$ cat config.mk
export PLATFORM = sky130hd
export DESIGN_NAME = piecewise_linear_table_interp_flat
export DESIGN_NICKNAME = d
export VERILOG_FILES = /design/src/pwl_pkg.sv /design/src/pwl_if.sv /design/src/pwl_table.sv /design/src/pwl_div.sv /design/src/piecewise_linear_table_interp.sv /design/src/flat_wrapper.sv
export SDC_FILE = /design/constraint.sdc
export NUM_CORES = 2
export LEC_CHECK = 0
export BUFFER_PORTS_ARGS = -buffer_cell sky130_fd_sc_hd__buf_2
export CELL_PAD_IN_SITES_DETAIL_PLACEMENT = 1
export CELL_PAD_IN_SITES_GLOBAL_PLACEMENT = 1
export CORE_MARGIN = 2
export CORE_UTILIZATION = 42
export CTS_BUF_LIST = sky130_fd_sc_hd__clkbuf_2
export DETAILED_ROUTE_END_ITERATION = 12
export PLACE_DENSITY_LB_ADDON = 0.08
export REMOVE_ABC_BUFFERS = 1
export SLEW_MARGIN = 5
export SYNTH_ARGS = -nofsm -noshare
export SYNTH_HDL_FRONTEND = slang
export SYNTH_HIERARCHICAL = 1
export SYNTH_SLANG_ARGS = --single-unit
$ cat constraint.sdc
create_clock -name clk -period 10.1 [get_ports clk]
set_clock_uncertainty 0.05 [all_clocks]
set_input_delay 2.02 -clock clk [delete_from_list [all_inputs] [get_ports clk]]
set_output_delay 2.02 -clock clk [all_outputs]
set_load 0.01 [all_outputs]
$ cat src/pwl_pkg.sv
// ============================================================================
// pwl_pkg: shared types and constants for the piecewise-linear table
// Field widths, command and status codes, sequencer states, table entry.
// ============================================================================
package pwl_pkg;

    localparam int PIDX_W         = 7;    // point_index width
    localparam int OFF_W          = 16;   // breakpoint / query offset width
    localparam int VAL_W          = 16;   // Q0.16 value width
    localparam int CNT_CFG_W      = 8;    // point_count register width
    localparam int STAT_W         = 2;    // status width
    localparam int PROD_W         = 32;   // |dv| * dq magnitude width
    localparam int MAX_POINTS_DEF = 128;

    typedef enum logic
    {
        CMD_LOAD  = 1'b0,
        CMD_QUERY = 1'b1
    } pwl_cmd_t;

    typedef enum logic [STAT_W-1:0]
    {
        STAT_OK     = 2'd0,
        STAT_RANGE  = 2'd1,
        STAT_LOADED = 2'd2
    } pwl_status_t;

    typedef enum logic [2:0]
    {
        S_IDLE,
        S_WALK,
        S_MUL,
        S_DIVGO,
        S_DIVWAIT,
        S_FINISH
    } pwl_state_t;

    // one breakpoint as stored in the table memory
    typedef struct packed
    {
        logic [OFF_W-1:0] offset;
        logic [VAL_W-1:0] value;
    } pwl_point_t;

endpackage

$ cat src/pwl_if.sv
// ============================================================================
// pwl_if: valid/ready channels of the piecewise-linear table
// Request channel (load or query) and response channel (value, status).
// ============================================================================
interface pwl_in_if import pwl_pkg::*; ();
    logic              valid;
    logic              ready;
    logic              command;
    logic [PIDX_W-1:0] point_index;
    logic [OFF_W-1:0]  point_offset;
    logic [VAL_W-1:0]  point_value;
    logic [OFF_W-1:0]  query_offset;

    modport source (output valid, command, point_index, point_offset, point_value,
                    query_offset, input ready);
    modport sink   (input valid, command, point_index, point_offset, point_value,
                    query_offset, output ready);
endinterface

interface pwl_out_if import pwl_pkg::*; ();
    logic              valid;
    logic              ready;
    logic [VAL_W-1:0]  result_value;
    logic [STAT_W-1:0] status;

    modport source (output valid, result_value, status, input ready);
    modport sink   (input valid, result_value, status, output ready);
endinterface

$ cat src/pwl_table.sv
// ============================================================================
// pwl_table: breakpoint memory
// One write port, one read port, registered read data.
// ============================================================================
module pwl_table import pwl_pkg::*;
#(
    parameter int DEPTH  = MAX_POINTS_DEF,
    parameter int ADDR_W = $clog2(MAX_POINTS_DEF)
)
(
    input  logic              clk,
    input  logic              wr_en,
    input  logic [ADDR_W-1:0] wr_addr,
    input  pwl_point_t        wr_data,
    input  logic              rd_en,
    input  logic [ADDR_W-1:0] rd_addr,
    output pwl_point_t        rd_data
);

    pwl_point_t mem [DEPTH];
    pwl_point_t rd_data_reg;

    // write port
    always_ff @(posedge clk)
    begin
        if (wr_en)
        begin
            mem[wr_addr] <= wr_data;
        end
    end

    // read port
    always_ff @(posedge clk)
    begin
        if (rd_en)
        begin
            rd_data_reg <= mem[rd_addr];
        end
    end

    assign rd_data = rd_data_reg;

endmodule

$ cat src/pwl_div.sv
// ============================================================================
// pwl_div: unsigned restoring divider
// 32-bit dividend by 16-bit divisor, one quotient bit per cycle.
// ============================================================================
module pwl_div import pwl_pkg::*;
(
    input  logic              clk,
    input  logic              rst_n,
    input  logic              start,
    input  logic [PROD_W-1:0] dividend,
    input  logic [OFF_W-1:0]  divisor,
    output logic              done,
    output logic [PROD_W-1:0] quotient
);

    localparam int STEP_W = $clog2(PROD_W + 1);

    logic [OFF_W-1:0]  rem_reg;
    logic [PROD_W-1:0] quo_reg;
    logic [OFF_W-1:0]  dvs_reg;
    logic [STEP_W-1:0] cnt_reg;
    logic              done_reg;

    logic [OFF_W:0]    trial;
    logic              ge;
    logic [OFF_W:0]    diff;

    // one restoring step: shift in the next dividend bit, try subtract
    always_comb
    begin
        trial = {rem_reg, quo_reg[PROD_W-1]};
        diff  = trial - {1'b0, dvs_reg};
        ge    = (trial >= {1'b0, dvs_reg});
    end

    // step counter and done pulse
    always_ff @(posedge clk or negedge rst_n)
    begin
        if (!rst_n)
        begin
            cnt_reg  <= '0;
            done_reg <= 1'b0;
        end
        else
        begin
            done_reg <= (cnt_reg == STEP_W'(1));
            if (start)
            begin
                cnt_reg <= STEP_W'(PROD_W);
            end
            else if (cnt_reg != '0)
            begin
                cnt_reg <= cnt_reg - STEP_W'(1);
            end
        end
    end

    // remainder and quotient shift register
    always_ff @(posedge clk)
    begin
        if (start)
        begin
            rem_reg <= '0;
            quo_reg <= dividend;
            dvs_reg <= divisor;
        end
        else if (cnt_reg != '0)
        begin
            rem_reg <= ge ? diff[OFF_W-1:0] : trial[OFF_W-1:0];
            quo_reg <= {quo_reg[PROD_W-2:0], ge};
        end
    end

    assign done     = done_reg;
    assign quotient = quo_reg;

endmodule

$ cat src/piecewise_linear_table_interp.sv
// ============================================================================
// piecewise_linear_table_interp: breakpoint table with linear interpolation
// Loads breakpoints by slot and interpolates Q0.16 values at query offsets.
// ============================================================================
// Usage:
//   req (valid/ready) carries one word: a load (command 0) writes point_offset
//   and point_value into slot point_index; a query (command 1) interpolates at
//   query_offset over the first point_count slots (capped at MAX_POINTS).
//   rsp (valid/ready) returns exactly one word per request: result_value and
//   status (0 ok, 1 out of range, 2 load accepted).
//   cfg_wr_en / cfg_wr_data write point_count; write it only while idle.
// Timing:
//   One request is in flight at a time. A load goes from accept straight to
//   the response register. A query walks the table at one slot per cycle
//   through the single read port of the table memory, then passes through
//   the multiply and the 32-step restoring divider before its result is
//   registered; the next request is taken once the response is loaded.
// Reset: rst_n clears control state and point_count; the table holds no reset
//   and a slot must be loaded before a query reads it.
// Stall: the response sits in an output register; the next request is taken
//   while it waits, and its result waits in turn until rsp.ready.
// ============================================================================
module piecewise_linear_table_interp import pwl_pkg::*;
#(
    parameter int MAX_POINTS = MAX_POINTS_DEF
)
(
    input  logic                 clk,
    input  logic                 rst_n,
    input  logic                 cfg_wr_en,
    input  logic [CNT_CFG_W-1:0] cfg_wr_data,
    pwl_in_if.sink               req,
    pwl_out_if.source            rsp
);

    localparam int IDX_W  = $clog2(MAX_POINTS);
    localparam int CNT_W  = $clog2(MAX_POINTS + 1);
    localparam int CMP_W  = (CNT_W > CNT_CFG_W) ? CNT_W : CNT_CFG_W;
    localparam int SLOT_W = (CNT_W > PIDX_W) ? CNT_W : PIDX_W;

    pwl_state_t           state_reg, state_next;
    logic [CNT_CFG_W-1:0] point_count_reg;
    logic [CNT_W-1:0]     n_reg;
    logic [CNT_W-1:0]     issue_reg;
    logic                 pend_reg;
    logic                 have_lo_reg;
    logic [OFF_W-1:0]     q_reg;
    logic [OFF_W-1:0]     lo_off_reg, hi_off_reg;
    logic [VAL_W-1:0]     lo_val_reg, hi_val_reg;
    logic                 neg_reg;
    logic [PROD_W-1:0]    prod_reg;
    logic [OFF_W-1:0]     dvs_reg;
    logic [VAL_W-1:0]     res_val_reg;
    pwl_status_t          res_st_reg;
    logic                 out_valid_reg;
    logic [VAL_W-1:0]     out_val_reg;
    pwl_status_t          out_st_reg;

    pwl_point_t           rd_data;
    pwl_point_t           wr_data;
    logic                 rd_en, wr_en, div_start, div_done, out_load, accept;
    logic [IDX_W-1:0]     rd_addr, wr_addr;
    logic [PROD_W-1:0]    div_quo;
    logic                 t_eq, t_lo, t_hi, walk_end, slot_ok;
    logic [CMP_W-1:0]     cnt_ext;
    logic [CNT_W-1:0]     n_cap;
    logic [VAL_W-1:0]     dv_mag;
    logic [OFF_W-1:0]     dq;
    logic [VAL_W+1:0]     sum;
    logic [VAL_W-1:0]     interp;

    // table memory and divider
    pwl_table #(.DEPTH(MAX_POINTS), .ADDR_W(IDX_W)) u_table
    (
        .clk     (clk),
        .wr_en   (wr_en),
        .wr_addr (wr_addr),
        .wr_data (wr_data),
        .rd_en   (rd_en),
        .rd_addr (rd_addr),
        .rd_data (rd_data)
    );

    pwl_div u_div
    (
        .clk      (clk),
        .rst_n    (rst_n),
        .start    (div_start),
        .dividend (prod_reg),
        .divisor  (dvs_reg),
        .done     (div_done),
        .quotient (div_quo)
    );

    // search limit and load slot range
    always_comb
    begin
        cnt_ext = CMP_W'(point_count_reg);
        n_cap   = (cnt_ext > CMP_W'(MAX_POINTS)) ? CNT_W'(MAX_POINTS) : CNT_W'(cnt_ext);
        slot_ok = (SLOT_W'(req.point_index) < SLOT_W'(MAX_POINTS));
    end

    // compare of the slot read last cycle against the query
    always_comb
    begin
        t_eq     = pend_reg && (rd_data.offset == q_reg);
        t_lo     = pend_reg && (rd_data.offset < q_reg);
        t_hi     = pend_reg && (rd_data.offset > q_reg);
        walk_end = !pend_reg && (issue_reg == n_reg);
    end

    // slope magnitude and offset into the segment
    always_comb
    begin
        dv_mag = (hi_val_reg < lo_val_reg) ? (lo_val_reg - hi_val_reg)
                                           : (hi_val_reg - lo_val_reg);
        dq     = q_reg - lo_off_reg;
    end

    // v1 +/- quotient, saturated to 0 .. 65535
    always_comb
    begin
        if (neg_reg)
        begin
            sum = {2'b00, lo_val_reg} - {2'b00, div_quo[VAL_W-1:0]};
        end
        else
        begin
            sum = {2'b00, lo_val_reg} + {2'b00, div_quo[VAL_W-1:0]};
        end
        if (sum[VAL_W+1])
        begin
            interp = '0;
        end
        else if (sum[VAL_W])
        begin
            interp = '1;
        end
        else
        begin
            interp = sum[VAL_W-1:0];
        end
    end

    // next state
    always_comb
    begin
        state_next = state_reg;
        case (state_reg)
            S_IDLE:
            begin
                if (req.valid)
                begin
                    state_next = (req.command == CMD_LOAD) ? S_FINISH : S_WALK;
                end
            end
            S_WALK:
            begin
                if (t_eq)
                begin
                    state_next = S_FINISH;
                end
                else if (t_hi)
                begin
                    state_next = have_lo_reg ? S_MUL : S_FINISH;
                end
                else if (walk_end)
                begin
                    state_next = S_FINISH;
                end
            end
            S_MUL:     state_next = S_DIVGO;
            S_DIVGO:   state_next = S_DIVWAIT;
            S_DIVWAIT:
            begin
                if (div_done)
                begin
                    state_next = S_FINISH;
                end
            end
            S_FINISH:
            begin
                if (!out_valid_reg || rsp.ready)
                begin
                    state_next = S_IDLE;
                end
            end
            default:   state_next = S_IDLE;
        endcase
    end

    // outputs of the sequencer
    always_comb
    begin
        req.ready = (state_reg == S_IDLE);
        accept    = (state_reg == S_IDLE) && req.valid;
        wr_en     = accept && (req.command == CMD_LOAD) && slot_ok;
        wr_addr   = IDX_W'(req.point_index);
        wr_data   = '{offset: req.point_offset, value: req.point_value};
        rd_en     = (state_reg == S_WALK) && (issue_reg < n_reg);
        rd_addr   = issue_reg[IDX_W-1:0];
        div_start = (state_reg == S_DIVGO);
        out_load  = (state_reg == S_FINISH) && (!out_valid_reg || rsp.ready);
    end

    // control registers
    always_ff @(posedge clk or negedge rst_n)
    begin
        if (!rst_n)
        begin
            state_reg       <= S_IDLE;
            point_count_reg <= '0;
            out_valid_reg   <= 1'b0;
            issue_reg       <= '0;
            pend_reg        <= 1'b0;
            have_lo_reg     <= 1'b0;
        end
        else
        begin
            state_reg <= state_next;
            if (cfg_wr_en)
            begin
                point_count_reg <= cfg_wr_data;
            end
            if (out_load)
            begin
                out_valid_reg <= 1'b1;
            end
            else if (rsp.ready)
            begin
                out_valid_reg <= 1'b0;
            end
            if (accept)
            begin
                issue_reg   <= '0;
                pend_reg    <= 1'b0;
                have_lo_reg <= 1'b0;
            end
            else if (state_reg == S_WALK)
            begin
                pend_reg <= rd_en;
                if (rd_en)
                begin
                    issue_reg <= issue_reg + CNT_W'(1);
                end
                if (t_lo)
                begin
                    have_lo_reg <= 1'b1;
                end
            end
        end
    end

    // datapath registers
    always_ff @(posedge clk)
    begin
        if (accept)
        begin
            q_reg       <= req.query_offset;
            n_reg       <= n_cap;
            res_val_reg <= '0;
            res_st_reg  <= STAT_LOADED;
        end
        if (state_reg == S_WALK)
        begin
            if (t_lo)
            begin
                lo_off_reg <= rd_data.offset;
                lo_val_reg <= rd_data.value;
            end
            if (t_hi)
            begin
                hi_off_reg <= rd_data.offset;
                hi_val_reg <= rd_data.value;
            end
            if (t_eq)
            begin
                res_val_reg <= rd_data.value;
                res_st_reg  <= STAT_OK;
            end
            else if ((t_hi && !have_lo_reg) || walk_end)
            begin
                res_val_reg <= '0;
                res_st_reg  <= STAT_RANGE;
            end
        end
        // exact product |v2 - v1| * (q - t1), sign kept apart
        if (state_reg == S_MUL)
        begin
            neg_reg  <= (hi_val_reg < lo_val_reg);
            prod_reg <= PROD_W'(dv_mag) * PROD_W'(dq);
            dvs_reg  <= hi_off_reg - lo_off_reg;
        end
        if ((state_reg == S_DIVWAIT) && div_done)
        begin
            res_val_reg <= interp;
            res_st_reg  <= STAT_OK;
        end
        if (out_load)
        begin
            out_val_reg <= res_val_reg;
            out_st_reg  <= res_st_reg;
        end
    end

    assign rsp.valid        = out_valid_reg;
    assign rsp.result_value = out_val_reg;
    assign rsp.status       = out_st_reg;

    // ------------------------------------------------------------------------
    // checks
    // ------------------------------------------------------------------------
    a_div_done_in_wait: assert property (@(posedge clk) disable iff (!rst_n)
        div_done |-> (state_reg == S_DIVWAIT))
        else $error("divider finished outside the wait state");

    a_issue_in_range: assert property (@(posedge clk) disable iff (!rst_n)
        (state_reg == S_WALK) |-> (issue_reg <= n_reg))
        else $error("walk read past the search limit");

    a_load_to_finish: assert property (@(posedge clk) disable iff (!rst_n)
        (accept && (req.command == CMD_LOAD)) |=> (state_reg == S_FINISH))
        else $error("load did not go straight to the response");

    a_divisor_nonzero: assert property (@(posedge clk) disable iff (!rst_n)
        (state_reg == S_DIVGO) |-> (dvs_reg != '0))
        else $error("zero segment width at divide start");

    a_quotient_fits: assert property (@(posedge clk) disable iff (!rst_n)
        div_done |-> (div_quo[PROD_W-1:VAL_W] == '0))
        else $error("interpolation quotient wider than a value");

endmodule

$ cat src/flat_wrapper.sv
// flat-port wrapper written by rule: the top's interface ports become plain ports
module piecewise_linear_table_interp_flat import pwl_pkg::*;
#(
    parameter int MAX_POINTS = MAX_POINTS_DEF
)
  (clk, rst_n, cfg_wr_en, cfg_wr_data, req_valid, req_command, req_point_index, req_point_offset, req_point_value, req_query_offset, req_ready, rsp_valid, rsp_result_value, rsp_status, rsp_ready);
  pwl_in_if req_i ();
  pwl_out_if rsp_i ();
  input  logic clk;
  input  logic rst_n;
  input  logic cfg_wr_en;
  input  logic [CNT_CFG_W-1:0] cfg_wr_data;
  input wire logic [$bits(req_i.valid)-1:0] req_valid;
  input wire logic [$bits(req_i.command)-1:0] req_command;
  input wire logic [$bits(req_i.point_index)-1:0] req_point_index;
  input wire logic [$bits(req_i.point_offset)-1:0] req_point_offset;
  input wire logic [$bits(req_i.point_value)-1:0] req_point_value;
  input wire logic [$bits(req_i.query_offset)-1:0] req_query_offset;
  output wire logic [$bits(req_i.ready)-1:0] req_ready;
  output wire logic [$bits(rsp_i.valid)-1:0] rsp_valid;
  output wire logic [$bits(rsp_i.result_value)-1:0] rsp_result_value;
  output wire logic [$bits(rsp_i.status)-1:0] rsp_status;
  input wire logic [$bits(rsp_i.ready)-1:0] rsp_ready;
  assign req_i.valid = req_valid;
  assign req_i.command = req_command;
  assign req_i.point_index = req_point_index;
  assign req_i.point_offset = req_point_offset;
  assign req_i.point_value = req_point_value;
  assign req_i.query_offset = req_query_offset;
  assign req_ready = req_i.ready;
  assign rsp_valid = rsp_i.valid;
  assign rsp_result_value = rsp_i.result_value;
  assign rsp_status = rsp_i.status;
  assign rsp_i.ready = rsp_ready;
  piecewise_linear_table_interp #(.MAX_POINTS(MAX_POINTS)) u_core (.clk(clk), .rst_n(rst_n), .cfg_wr_en(cfg_wr_en), .cfg_wr_data(cfg_wr_data), .req(req_i), .rsp(rsp_i));
endmodule
======== Word-level counts from Yosys, hierarchy flattened ========
Memories as Yosys holds them, arrays and structs flattened. A register that Yosys moved wholly into a read port is not among the register bits.
Index checks and enable logic that the tools add are counted.
storage, ports and cells
  bits in writable memories ............... 4096
  bits of input ports ..................... 69
  memories kept ........................... 1
  logic and storage cells ................. 120
  flip-flop bits (word level) ............. 266
operators by class
  $lt $le $gt $ge ......................... 6
  add/subtract/negate cells ............... 9
  equal/unequal tests ..................... 12
  multiply operators ...................... 1
  bitwise gates (word level) .............. 1
  multiplexer cells ....................... 39
  reduce and logical (&&, ||, !) cells .... 27
memories
  name                words  bits a word  rd ports  clocked after memory_dff  wr ports  line             source
  u_core.u_table.mem  128    32           1         1                         1         pwl_table.sv:20  pwl_point_t mem [DEPTH];
operators by type and width
  cell                   count
  $mux W16               9
  $sub A16 B16 Y16       5
  $mux W32               2
  $lt A16 B16 Y1         2
  $mul A16 B16 Y32       1
  $mux W3                8
  $mux W8                3
  $mux W18               1
  $pmux W3 S6            1
  $add A16 B16 Y17       1
  $ge A17 B16 Y1         1
  $sub A16 B16 Y17       1
  $eq A16 B16 Y1         1
  $gt A16 B16 Y1         1
  $mux W6                2
  $logic_and A1 B1 Y1    10
  $reduce_bool A2 Y1     5
  $mux W1                9
  $add A8 B1 Y8 const B  1
  $eq A8 B8 Y1           1
  $gt A8 B8 Y1 const B   1
  $lt A8 B8 Y1           1
  $mux W2                4
  $reduce_and A2 Y1      4
  other kinds (14)       20

======== Depth between registers and ports, before layout ========
  depth after elaboration ................. 8
  gate-level depth with buffers ........... 35
  gate-level depth less buffers ........... 34

======== Cells and area by module ========
Netlist, hierarchy kept.
modules (own cells, without submodules)
  module                         cells each  seq. area each (um2)  instances  area an instance (um2)
  pwl_table                      5990        123958.9              1          156596.4
  piecewise_linear_table_interp  2014        5565.3                1          19795.2
  pwl_div                        335         1936.9                1          3822.4

======== Least setup slack after synthesis ========
Ideal clock, no wire load.
  path type ............................... flip-flop to flip-flop
  from .................................... reg u_core.lo_val_reg[1]
  to ...................................... reg u_core.prod_reg[29] (data pin)
  clock period less this slack ............ 8.587 ns
  setup slack ............................. 1.513 ns
  data required time ...................... 9.792 ns
  data arrival time ....................... 8.278 ns
  stages on the path, launching flop included .. 31
  cell sequence ........................... edfxtp_1 inv_1 fa_1 a211oi_2 o21ai_1 a221oi_2 a21oi_2 a31oi_4 buf_6 mux2i_1 xor2_2 nand2_1 fa_1 inv_1 fa_1 fa_1 fa_1 fa_1 inv_1 fa_1 inv_1 ha_1 nand2_1 o211ai_1 or3b_2 o211a_1 o21bai_1 o311ai_1 a21bo_2 nor2b_1 xnor2_1
between the ends
  cells in the longest elaborated chain, start to end .. 3
  elaborated cells between the ends (all ways) .. 5
RTL lines
  what                                      line                                  source
  from (decl)                               piecewise_linear_table_interp.sv:49   logic [VAL_W-1:0] lo_val_reg, hi_val_reg;
  from (signal assigned)                    piecewise_linear_table_interp.sv:269  lo_val_reg <= rd_data.value;
  $sub A16 B16 Y16 (tied with other cells)  piecewise_linear_table_interp.sv:116  : (hi_val_reg - lo_val_reg);
  $mux W16 *                                piecewise_linear_table_interp.sv:115  dv_mag = (hi_val_reg < lo_val_reg) ? (lo_val_reg - hi_val_reg)
  $mul A16 B16 Y32 *                        piecewise_linear_table_interp.sv:291  prod_reg <= PROD_W'(dv_mag) * PROD_W'(dq);
  to (signal assigned)                      piecewise_linear_table_interp.sv:291
  to (decl)                                 piecewise_linear_table_interp.sv:51   logic [PROD_W-1:0] prod_reg;
Mark *: on every way between the ends. The rest lies on a longest branch, timed or not.
A chain may end at the register's enable or synchronous reset.

======== Worst setup path in the final report ========
Same ends and word-level chain as after synthesis.

==> reports/results.tsv <==
metric	value	unit
synth_mux_area_share	17.3	%
grt_setup_unrepaired	no	
row_count	240	
cts_tree	done	
overflow	0	
clkTransAtPathRegs	0.09	ns
synth-seq-area-share	72.9	%
yosysTopAreaCell	edfxtp_1	
netlist_area	0.180	sq mm
crit_path_max_fanout	14	
clock_latency	2.27	ns
synth_ff_type	edfxtp_1	
dieArea	0.434	sq mm
vias_per_cell	5.65	
start_util	42.2	%
top_register	u_core/u_table/mem	
stdcell_count	16100	
design.core.area	0.427	sq mm
final_nets	10100	
placed_cells	14000	
critPathMaxStageDelay	0.55	ns
grt_pass1_wl	729000	um
syn_avg_cell_area	21.6	sq um
cts_made_buffers	1219	
start_kind	flip-flop	
whs	0.361	ns
io_buffers	88	
place_congestion	0.806	
cts_root_buffer	clkbuf_2	
drive_above_1_share	36.2	%
crit_top_cell	fa_1	
critPathCaptureType	flip-flop	
synth_compound_area_share	1.52	%
tightest_slew	1.28	ns
slew_headroom	14.9	%
fin_setup_tns	0	ns
yosys-top-cells-area	edfxtp_1, mux4_2, fa_1, ha_1, inv_1	
synth_top_family_by_area	multiplexers	
cp_slowest_cell	fa_1	
grt_pass1_vias	98800	
setup_viol	0	
cts_buffer_depth	5	
die_x	659	um
worst_ep_arrival_time	11.43	ns
period_minus_slack	9.49	ns
yosysWarnings	6	
yosys.area_share.adder	3.90	%
synth.ff_latch_count	4394	
fmax	105	MHz
syn_to_final_growth	11.2	%
synth_cell_types	91	
totalWireLength	515000	um
postRouteAntennaNets	0	
io_pins	89	
die_h	659	um
grt_max_degree	140	
fin_crit_sh	94.0	%
post_drt_wl_per_cell	32.0	um
cts.sinks	4394	
yosys.area_share.xor_xnor	0.637	%
synthCells	8339	
grt_usage	24.0	%
synth_common_cells	edfxtp_1, mux4_2, inv_1	
drt-initial-drc-count	8637	
hold_viol_final	0	
antenna_found_initial	79	
yosys.area_share.simple	1.96	%
async_reset_ff_share	0.660	%
hpwl	298000	um
largest_register_ffs	4096	
cts.htree.levels	7	
maxCapViolations	0	
synth_top_area_share	72.2	%
hold_class	reg2reg	
vias	91000	
crit_type	reg2reg	
route.detailed.drc	0	
required	12.04	ns
run_status	complete, no violations	
synth_edf_count	4331	
yosysMostFrequentCell	edfxtp_1	
firstDrtPassIters	7	
drv_slew	0	
## final cells by class
cell class,instances,area [sq um]
clock buffer,1696,8490
multi-input combinational,3185,46800
antenna,46,115
sequential,4394,131000
fill,39600,227000
clock inverter,272,1460
tap,5687,7120
timing repair buffer,436,3580
inverter,383,1440
## per-stage QoR
stage	utilization [%]	area (sq um)	worst slack [ns]
global route	46.9	200000	0.0481
CTS	46.9	200000	0.142
floorplan	-	179000	-31.77
detailed placement	44.4	190000	-0.0336
global placement	44.4	190000	0.144
finish	46.9	200000	0.610
## layer usage
metal | global-route usage, % | part of all wire (%)
met1 | 33.7 | 44
met2 | 38.0 | 48
met3 | 5.31 | 6.5
met4 | 6.91 | 1.7
met5 | 0 | 0.024
## cells by family after synthesis
logic type / count (synthesis)
buffers and inverters: 760
XOR/XNOR: 120
AND/OR/NAND/NOR: 783
flip-flops: 4394
multiplexers: 1433
adder cells (fa/ha/maj): 441
AO/OA/AOI/OAI: 408
## worst paths after layout
kind,start,to,slack [ns],depth (start not counted)
max,u_core/lo_val_reg[1]$_DFFE_PP_,u_core/prod_reg[29]$_DFFE_PP_,0.61,31
max in group asynchronous,rst_n,u_core/state_reg[1]$_DFFE_PN0P_,7.91,4
min reg2reg,u_core/dvs_reg[11]$_DFFE_PP_,u_core/u_div/dvs_reg[11]$_DFFE_PP_,0.36,0
min,u_core/dvs_reg[11]$_DFFE_PP_,u_core/u_div/dvs_reg[11]$_DFFE_PP_,0.36,0
max reg2reg,u_core/lo_val_reg[1]$_DFFE_PP_,u_core/prod_reg[29]$_DFFE_PP_,0.61,31
min in group asynchronous,rst_n,u_core/issue_reg[3]$_DFFE_PN0P_,0.87,3
## worst max-delay path: cells and delay by family (launching register included)
family                     cells  cell delay, ns
adders and majority gates      8            4.05
muxes                          1            0.41
DFF                            1            0.47
and+or+nand+nor                4            0.83
xor gates and xnor gates       2            0.49
AOI/OAI and AO/OA             10            2.34
buffers and inverters          6            0.75
## what timing repair did
action / 4_1_cts / 5_1_grt
hold endpoints to repair: 931 / 0
endpoints found under the setup margin: 0 / 3
hold buffers: 67 / 0
setup buffers: 0 / 4
resized for setup: 0 / 6
## cells in the final DEF (no fill, tap or decap), types with 14 or more instances in the layout
cell type	n
edfxtp_1	4331
clkbuf_2	1696
mux4_2	1344
inv_1	382
buf_4	291
ha_1	240
nand2_1	204
clkinv_1	203
fa_1	201
nor2_1	196
nor2_4	122
a21oi_1	89
o21ai_0	88
xnor2_1	76
mux2_2	73
dlygate4sd3_1	67
buf_2	56
diode_2	46
nand3_1	45
nand2b_1	43
nor2b_1	41
dfxtp_1	34
a21o_1	32
clkinv_2	31
nor3_1	27
xor2_1	27
inv_2	23
o21a_1	23
o21bai_1	22
dfrtp_1	22
buf_12	22
a211oi_1	20
a22oi_1	18
o211ai_1	17
nand4_1	16
bufinv_16	15
mux2i_1	14
Power is left out: the tool's default activity adds up to more than one toggle a clock period on the data nets, which glitch-free logic cannot reach.
